`config.mk`:
```
export PLATFORM = sky130hd
export DESIGN_NAME = sorted_list_insert_delete
export DESIGN_NICKNAME = d
export VERILOG_FILES = /design/src/hw/rtl/slid_pkg.sv /design/src/hw/rtl/slid_cell.sv /design/src/hw/rtl/sorted_list_insert_delete.sv
export SDC_FILE = /design/constraint.sdc
export NUM_CORES = 2
export LEC_CHECK = 0
export BUFFER_PORTS_ARGS = -buffer_cell sky130_fd_sc_hd__buf_4
export CAP_MARGIN = 25
export CORE_UTILIZATION = 45
export DETAILED_ROUTE_END_ITERATION = 10
export GPL_ROUTABILITY_DRIVEN = 0
export HOLD_SLACK_MARGIN = 0.03
export PLACE_DENSITY = 0.58
export SLEW_MARGIN = 30
export SYNTH_ARGS = -nofsm -noshare
export SYNTH_HDL_FRONTEND = slang
export SYNTH_SLANG_ARGS = --single-unit
```
`constraint.sdc`:
```
create_clock -name clock -period 7.9 [get_ports clock]
set_input_delay 1.58 -clock clock [delete_from_list [all_inputs] [get_ports clock]]
set_output_delay 1.58 -clock clock [all_outputs]
set_load 0.1 [all_outputs]
```
`src/hw/rtl/slid_pkg.sv`:
```
`timescale 1ns / 1ps
// ----------------------------------------------------------------------------
// Sorted list package
// Command, status and cell operation codes, and the control struct that is
// broadcast from the list controller to every cell of the chain.
// ----------------------------------------------------------------------------
package slid_pkg;

   // Command codes carried in req_tuser.
   localparam logic [1:0] CMD_INSERT  = 2'd0;
   localparam logic [1:0] CMD_DELETE  = 2'd1;
   localparam logic [1:0] CMD_READOUT = 2'd2;

   // Status codes carried in rsp_tuser.
   localparam logic [1:0] STS_OK        = 2'd0;
   localparam logic [1:0] STS_FULL      = 2'd1;
   localparam logic [1:0] STS_NOT_FOUND = 2'd2;
   localparam logic [1:0] STS_EMPTY     = 2'd3;

   // Operations that a cell performs.
   localparam logic [1:0] CELL_HOLD   = 2'd0;
   localparam logic [1:0] CELL_INSERT = 2'd1;
   localparam logic [1:0] CELL_DELETE = 2'd2;
   localparam logic [1:0] CELL_ROTATE = 2'd3;

   localparam int VALUE_W = 32;

   // Control broadcast to all cells.
   typedef struct packed {
      logic [1:0]                op;
      logic signed [VALUE_W-1:0] operand;
   } cell_ctrl_type;

endpackage

```
`src/hw/rtl/slid_cell.sv`:
```
`timescale 1ns / 1ps
// ----------------------------------------------------------------------------
// Sorted list cell
// Holds one stored value and exchanges it with its neighbors on insert,
// delete and readout rotation.
// ----------------------------------------------------------------------------
module slid_cell (
   input  logic                                 clock,
   input  slid_pkg::cell_ctrl_type              ctrl,
   input  logic                                 valid,
   input  logic signed [slid_pkg::VALUE_W-1:0]  prev_value,
   input  logic                                 prev_greater,
   input  logic signed [slid_pkg::VALUE_W-1:0]  next_value,
   output logic signed [slid_pkg::VALUE_W-1:0]  value_o,
   output logic                                 greater,
   output logic                                 match
);

   logic signed [slid_pkg::VALUE_W-1:0] value_ff;
   logic signed [slid_pkg::VALUE_W-1:0] value_in;

   // For insert an empty cell counts as greater, so the new value lands at the
   // end of the list. For delete the flag marks cells at or past the match.
   always_comb begin
      if (ctrl.op == slid_pkg::CELL_INSERT) begin
         greater = !valid || (value_ff > ctrl.operand);
      end else begin
         greater = valid && (value_ff >= ctrl.operand);
      end
      match = valid && (value_ff == ctrl.operand);
   end

   // Next value from the neighbor exchange.
   always_comb begin
      case (ctrl.op)
         slid_pkg::CELL_INSERT: begin
            if (prev_greater) begin
               value_in = prev_value;
            end else if (greater) begin
               value_in = ctrl.operand;
            end else begin
               value_in = value_ff;
            end
         end
         slid_pkg::CELL_DELETE: begin
            value_in = greater ? next_value : value_ff;
         end
         slid_pkg::CELL_ROTATE: begin
            value_in = next_value;
         end
         default: begin
            value_in = value_ff;
         end
      endcase
   end

   always_ff @(posedge clock) begin
      value_ff <= value_in;
   end

   assign value_o = value_ff;

endmodule

```
`src/hw/rtl/sorted_list_insert_delete.sv`:
```
`timescale 1ns / 1ps
// ----------------------------------------------------------------------------
// Sorted list with insert, delete and readout
// Keeps up to CAPACITY signed values in ascending order in a chain of cells.
// ----------------------------------------------------------------------------
// Usage:
//   The request channel (req_*) carries one command per beat: tuser holds the
//   command (insert, delete, readout) and tdata the signed value. The response
//   channel (rsp_*) returns a status in tuser, a value in tdata and tlast on
//   the final beat that a command causes.
//   Insert and delete update every cell in the cycle the request beat is
//   accepted, and the single response beat appears in the next cycle. The next
//   request is taken in the following cycle, so these commands run at one per
//   cycle while the response side keeps up.
//   A readout rotates the whole ring of cells once, one position per cycle while
//   no stall holds it; the first N rotation steps (N stored values) each send
//   one response beat. Requests wait until the rotation is complete. An empty
//   readout gives one beat with status empty.
//   Unused command code 3 is accepted and dropped without a response.
//   Reset empties the list; cell contents are not cleared.
//   When the receiver stalls, the response register holds its beat; requests
//   and the rotation step that sends the next readout beat wait until it is
//   taken.
// ----------------------------------------------------------------------------
module sorted_list_insert_delete #(
   parameter int CAPACITY = 16
) (
   input  logic        clock,
   input  logic        reset,
   input  logic        req_tvalid,
   output logic        req_tready,
   input  logic [31:0] req_tdata,   // [31:0] value
   input  logic [1:0]  req_tuser,   // [1:0] command
   output logic        rsp_tvalid,
   input  logic        rsp_tready,
   output logic [31:0] rsp_tdata,   // [31:0] out_value
   output logic [1:0]  rsp_tuser,   // [1:0] status
   output logic        rsp_tlast
);

   localparam int CW = $clog2(CAPACITY + 1);
   localparam logic ST_IDLE = 1'b0;
   localparam logic ST_READ = 1'b1;

   logic                                state_ff, state_in;
   logic [CW-1:0]                       count_ff, count_in;
   logic [CW-1:0]                       step_ff, step_in;
   logic                                rsp_valid_ff, rsp_valid_in;
   logic [1:0]                          rsp_status_ff, rsp_status_in;
   logic signed [slid_pkg::VALUE_W-1:0] rsp_value_ff, rsp_value_in;
   logic                                rsp_last_ff, rsp_last_in;

   slid_pkg::cell_ctrl_type             ctrl;
   logic signed [slid_pkg::VALUE_W-1:0] cell_value [CAPACITY];
   logic [CAPACITY-1:0]                 cell_greater;
   logic [CAPACITY-1:0]                 cell_match;

   logic                                slot_free;
   logic                                accept;
   logic                                full;
   logic                                found;
   logic                                emitting;
   logic signed [slid_pkg::VALUE_W-1:0] req_value;

   assign slot_free  = !rsp_valid_ff || rsp_tready;
   assign req_tready = (state_ff == ST_IDLE) && slot_free;
   assign accept     = req_tvalid && req_tready;
   assign req_value  = signed'(req_tdata);
   assign full       = (count_ff == CW'(CAPACITY));
   assign found      = |cell_match;
   assign emitting   = (step_ff < count_ff);

   // Cell chain. The last cell's right neighbor is the first cell, closing the
   // ring used for readout.
   for (genvar i = 0; i < CAPACITY; i++) begin : g_cell
      logic signed [slid_pkg::VALUE_W-1:0] prev_v;
      logic                                prev_g;
      logic signed [slid_pkg::VALUE_W-1:0] next_v;

      if (i == 0) begin : g_first
         assign prev_v = '0;
         assign prev_g = 1'b0;
      end else begin : g_mid
         assign prev_v = cell_value[i-1];
         assign prev_g = cell_greater[i-1];
      end
      if (i == CAPACITY - 1) begin : g_last
         assign next_v = cell_value[0];
      end else begin : g_inner
         assign next_v = cell_value[i+1];
      end

      slid_cell u_cell (
         .clock        (clock),
         .ctrl         (ctrl),
         .valid        (CW'(i) < count_ff),
         .prev_value   (prev_v),
         .prev_greater (prev_g),
         .next_value   (next_v),
         .value_o      (cell_value[i]),
         .greater      (cell_greater[i]),
         .match        (cell_match[i])
      );
   end

   // Controller: picks the cell operation and loads the response register.
   always_comb begin
      ctrl.op       = slid_pkg::CELL_HOLD;
      ctrl.operand  = req_value;
      state_in      = state_ff;
      count_in      = count_ff;
      step_in       = step_ff;
      rsp_valid_in  = rsp_valid_ff && !rsp_tready;
      rsp_status_in = rsp_status_ff;
      rsp_value_in  = rsp_value_ff;
      rsp_last_in   = rsp_last_ff;

      case (state_ff)
         ST_IDLE: begin
            if (accept) begin
               case (req_tuser)
                  slid_pkg::CMD_INSERT: begin
                     rsp_valid_in = 1'b1;
                     rsp_value_in = req_value;
                     rsp_last_in  = 1'b1;
                     if (full) begin
                        rsp_status_in = slid_pkg::STS_FULL;
                     end else begin
                        rsp_status_in = slid_pkg::STS_OK;
                        ctrl.op       = slid_pkg::CELL_INSERT;
                        count_in      = count_ff + CW'(1);
                     end
                  end
                  slid_pkg::CMD_DELETE: begin
                     rsp_valid_in = 1'b1;
                     rsp_value_in = req_value;
                     rsp_last_in  = 1'b1;
                     if (found) begin
                        rsp_status_in = slid_pkg::STS_OK;
                        ctrl.op       = slid_pkg::CELL_DELETE;
                        count_in      = count_ff - CW'(1);
                     end else begin
                        rsp_status_in = slid_pkg::STS_NOT_FOUND;
                     end
                  end
                  slid_pkg::CMD_READOUT: begin
                     if (count_ff == '0) begin
                        rsp_valid_in  = 1'b1;
                        rsp_status_in = slid_pkg::STS_EMPTY;
                        rsp_value_in  = '0;
                        rsp_last_in   = 1'b1;
                     end else begin
                        state_in = ST_READ;
                        step_in  = '0;
                     end
                  end
                  default: begin
                  end
               endcase
            end
         end
         ST_READ: begin
            // Rotate one position; the head cell's value goes out while the
            // step is still inside the stored part of the list.
            if (!emitting || slot_free) begin
               ctrl.op = slid_pkg::CELL_ROTATE;
               if (emitting) begin
                  rsp_valid_in  = 1'b1;
                  rsp_status_in = slid_pkg::STS_OK;
                  rsp_value_in  = cell_value[0];
                  rsp_last_in   = (step_ff == count_ff - CW'(1));
               end
               if (step_ff == CW'(CAPACITY - 1)) begin
                  step_in  = '0;
                  state_in = ST_IDLE;
               end else begin
                  step_in = step_ff + CW'(1);
               end
            end
         end
         default: begin
            state_in = ST_IDLE;
         end
      endcase
   end

   always_ff @(posedge clock) begin
      if (reset) begin
         state_ff     <= ST_IDLE;
         count_ff     <= '0;
         step_ff      <= '0;
         rsp_valid_ff <= 1'b0;
      end else begin
         state_ff     <= state_in;
         count_ff     <= count_in;
         step_ff      <= step_in;
         rsp_valid_ff <= rsp_valid_in;
      end
   end

   // Response payload needs no reset.
   always_ff @(posedge clock) begin
      rsp_status_ff <= rsp_status_in;
      rsp_value_ff  <= rsp_value_in;
      rsp_last_ff   <= rsp_last_in;
   end

   assign rsp_tvalid = rsp_valid_ff;
   assign rsp_tdata  = rsp_value_ff;
   assign rsp_tuser  = rsp_status_ff;
   assign rsp_tlast  = rsp_last_ff;

`ifndef SYNTHESIS
   // The fill count never passes the capacity.
   a_count_bound: assert property (@(posedge clock) disable iff (reset)
      count_ff <= CW'(CAPACITY))
      else $error("list count exceeds capacity");

   // An insert into a list that is not full adds exactly one entry.
   a_insert_count: assert property (@(posedge clock) disable iff (reset)
      (accept && req_tuser == slid_pkg::CMD_INSERT && !full)
      |=> count_ff == $past(count_ff) + CW'(1))
      else $error("insert did not grow the list by one");

   // The list size stays fixed during a readout rotation.
   a_read_count: assert property (@(posedge clock) disable iff (reset)
      (state_ff == ST_READ) |=> count_ff == $past(count_ff))
      else $error("list size changed during readout");

   // The step counter rests at zero whenever no readout is running.
   a_step_idle: assert property (@(posedge clock) disable iff (reset)
      (state_ff == ST_IDLE) |-> step_ff == '0)
      else $error("readout step counter not cleared");
`endif

endmodule

```
==> impl_metrics.json <==
{
  "synth_top_area_share_pct": 40.7,
  "violations": "design-rule violations",
  "timing.final.crit_share_pct": 79.8,
  "first_global_vias": 32048,
  "fin_nets": 4581,
  "first_iter_violations": 4564,
  "endpoint_kind": "flip-flop",
  "p_clk_share_pct": 35.2,
  "start_util_pct": 45.6,
  "syn_avg_cell_area_um2": 10.1,
  "ys.warnings.count": 0,
  "crit_path_cell_trace": "buf_4 -> inv_1 -> ha_1 -> nand4_1 -> nor4_1 -> nand2_1 -> o22ai_1 -> nor3_4 -> a21oi_4 -> mux2i_1 -> o21a_2 -> buf_4 -> mux2i_1 -> o21ai_0",
  "finish.utilization_pct": 50.7,
  "register_area_mm2": 0.0167,
  "crit_fanout": 17,
  "fill_cells": 8188,
  "ys_types": 93,
  "synth_flop_cell": "edfxtp_1",
  "cts.clk_slew.worst_paths_ns": 0.07,
  "place_area_mm2": 0.0425,
  "routed_wl_mm": 157,
  "clock_sinks": 559,
  "min_path_type": "flip-flop to flip-flop",
  "cts_tree": "yes",
  "core_mm2": 0.0886,
  "syn_inst": 3998,
  "wl_per_cell_um": 29.9,
  "setup_viol": 0,
  "cap_viol_max_count": 0,
  "seq_power_share_pct": 39.8,
  "cp.arrival_ns": 6.68,
  "layout-drive-gt1-share_pct": 9.05,
  "final_area_mm2": 0.0450,
  "hold_viol": 0,
  "async_reset_ff_share_pct": 0,
  "grt_remaining_overflow": 0,
  "route.detailed.drc": 6,
  "leakagePower_uw": 0.0182,
  "tightest_slew_ns": 1.12,
  "cts_root_buffer": "clkbuf_16",
  "ys_ff_latch": 559,
  "rsz0062_at_grt": "false",
  "num_vias": 34218,
  "required_ns": 8.28,
  "antenna_found_initial": 8,
  "ys_seq_area_share_pct": 41.2,
  "ctsLongestPathBuffers": 3,
  "synth_top_area_cell": "edfxtp_1",
  "maxSlewViolCount": 0,
  "synth_edf_count": 547,
  "tns_ns": 0,
  "total_power_uw": 9800,
  "r2r_cells": 11,
  "clock_latency_ns": 0.65,
  "p_per_area_mw_per_mm2": 218,
  "hold_buffers": 0,
  "ioPinCount": 75,
  "dieArea_mm2": 0.0910,
  "post_cts_buffers": 0,
  "crit_path_start_kind": "input pin",
  "portBuffers": 74,
  "final_common_cell": "edfxtp_1",
  "skew_ns": 0.0243,
  "cts_resized": 0,
  "slew_headroom_pct": 24.3,
  "swShare_pct": 33.5,
  "ir_drop_v": 0.000166,
  "netlist_top_cells_area": "edfxtp_1, ha_1, mux2i_1, nand2_1, a21oi_1",
  "netlist_area_mm2": 0.0404,
  "htreeDepth": 3,
  "whs_path_depth": 2,
  "die_h_um": 302,
  "grt_max_degree": 106,
  "grt_pass1_wl_mm": 226,
  "min_period_ns": 6.30,
  "numCtsBuffers": 71,
  "min_from": "step_ff[4]$_SDFFE_PP0P_",
  "p_sw_uw": 3280,
  "path_class": "input pin to flip-flop",
  "die_w_um": 302,
  "vias_per_cell": 6.53,
  "track_usage_pct": 34.1,
  "multi_input_area_mm2": 0.0225,
  "critical_path.slowest_cell": "nor4_1",
  "hpwl_mm": 112,
  "syn_nets": 4562,
  "final_cell_mix": "edfxtp_1, ha_1, nand2_1",
  "status": "finished with violations",
  "antenna_left": 0,
  "p_int_uw": 6520,
  "rows": 109,
  "max_freq_mhz": 159,
  "drtPass1Iterations": 11,
  "area_growth_pct": 11.3,
  "critPathLaunch": "req_tdata[22]",
  "combPwrFrac_pct": 25.0,
  "worst_path_largest_cell_delay_ns": 0.85,
  "r2r-start": "count_ff[1]$_SDFFE_PP0P_"
}
[worst paths after layout]
check,endpoint,slack [ns]
setup / recovery,g_cell[10].u_cell.value_o[19]$_DFFE_PP_,1.60
hold / removal,step_ff[4]$_SDFFE_PP0P_,0.50
setup reg to reg,g_cell[10].u_cell.value_o[20]$_DFFE_PP_,2.75
hold reg to reg,step_ff[4]$_SDFFE_PP0P_,0.50
[routing by layer]
layer	track usage [%]	part of all wire, %
met1	48.5	42
met2	50.1	42
met3	7.38	11
met4	13.7	4.2
met5	0	0.054
[area by class of cell]
class | instances | share of cell area, %
Antenna cell | 2 | 0.0111
Multi-Input combinational cell | 3133 | 49.9
Timing Repair Buffer | 183 | 3.82
Inverter | 69 | 0.576
Tap cell | 1165 | 3.24
Clock buffer | 80 | 4.03
Sequential cell | 559 | 37.1
Clock inverter | 52 | 1.30
[flip-flops by register name, indices dropped and copies added (netlist names)]
| name | cells |
|---|---|
| rsp_tdata | 32 |
| count_ff | 5 |
| rsp_tuser | 2 |
| step_ff | 5 |
| rsp_tvalid | 1 |
| rsp_tlast | 1 |
| g_cell.u_cell.value_o | 512 |
| state_ff | 1 |
[synth_stat cells, types with 49 or more instances]
cell type	instances
ha_1	526
buf_4	49
edfxtp_1	547
inv_1	65
nand3_1	204
clkbuf_1	71
mux2i_1	326
nand4_1	130
nor2_1	258
o21ai_1	60
o211ai_1	178
a21o_1	109
nand2_1	505
o21ai_0	126
buf_2	85
a21oi_1	368
[kinds of logic after synthesis]
| logic type | share of synthesized area [%] |
|---|---|
| compound gates | 16.1 |
| xor+xnor | 0.238 |
| fa+ha+maj | 16.3 |
| buf+inv | 3.98 |
| flops | 41.2 |
| mux | 8.30 |
| simple gates | 13.8 |
[power by group through the flow]
| stage | Combinational (µW) | Sequential, µW | Clock (µW) |
|---|---|---|---|
| finish | 2450 | 3900 | 3450 |
| global route | 2610 | 3920 | 3580 |
| CTS | 2390 | 3890 | 3480 |
| detailed placement | 2380 | 3950 | 0 |
| global placement | 2340 | 3960 | 0 |
| floorplan | 1500 | 3970 | 0 |
[metrics by stage]
step	instances	setup WS (ns)	hold slack, ns
final	5243	1.60	0.501
after global routing	5241	1.58	0.548
after CTS	5240	1.87	0.504
after detailed placement	5108	1.22	0.492
after global placement	5107	0.355	0.488
after floorplan	3998	1.16	0.467
[critical path, delay by kind of cell]
family	cells	cell delay [ns]
and+or+nand+nor	4	1.67
adders and majority gates	1	0.46
muxes	2	0.52
buffers and inverters	3	1.04
AOI/OAI and AO/OA	4	1.34
(Power assumes the default switching activity.)
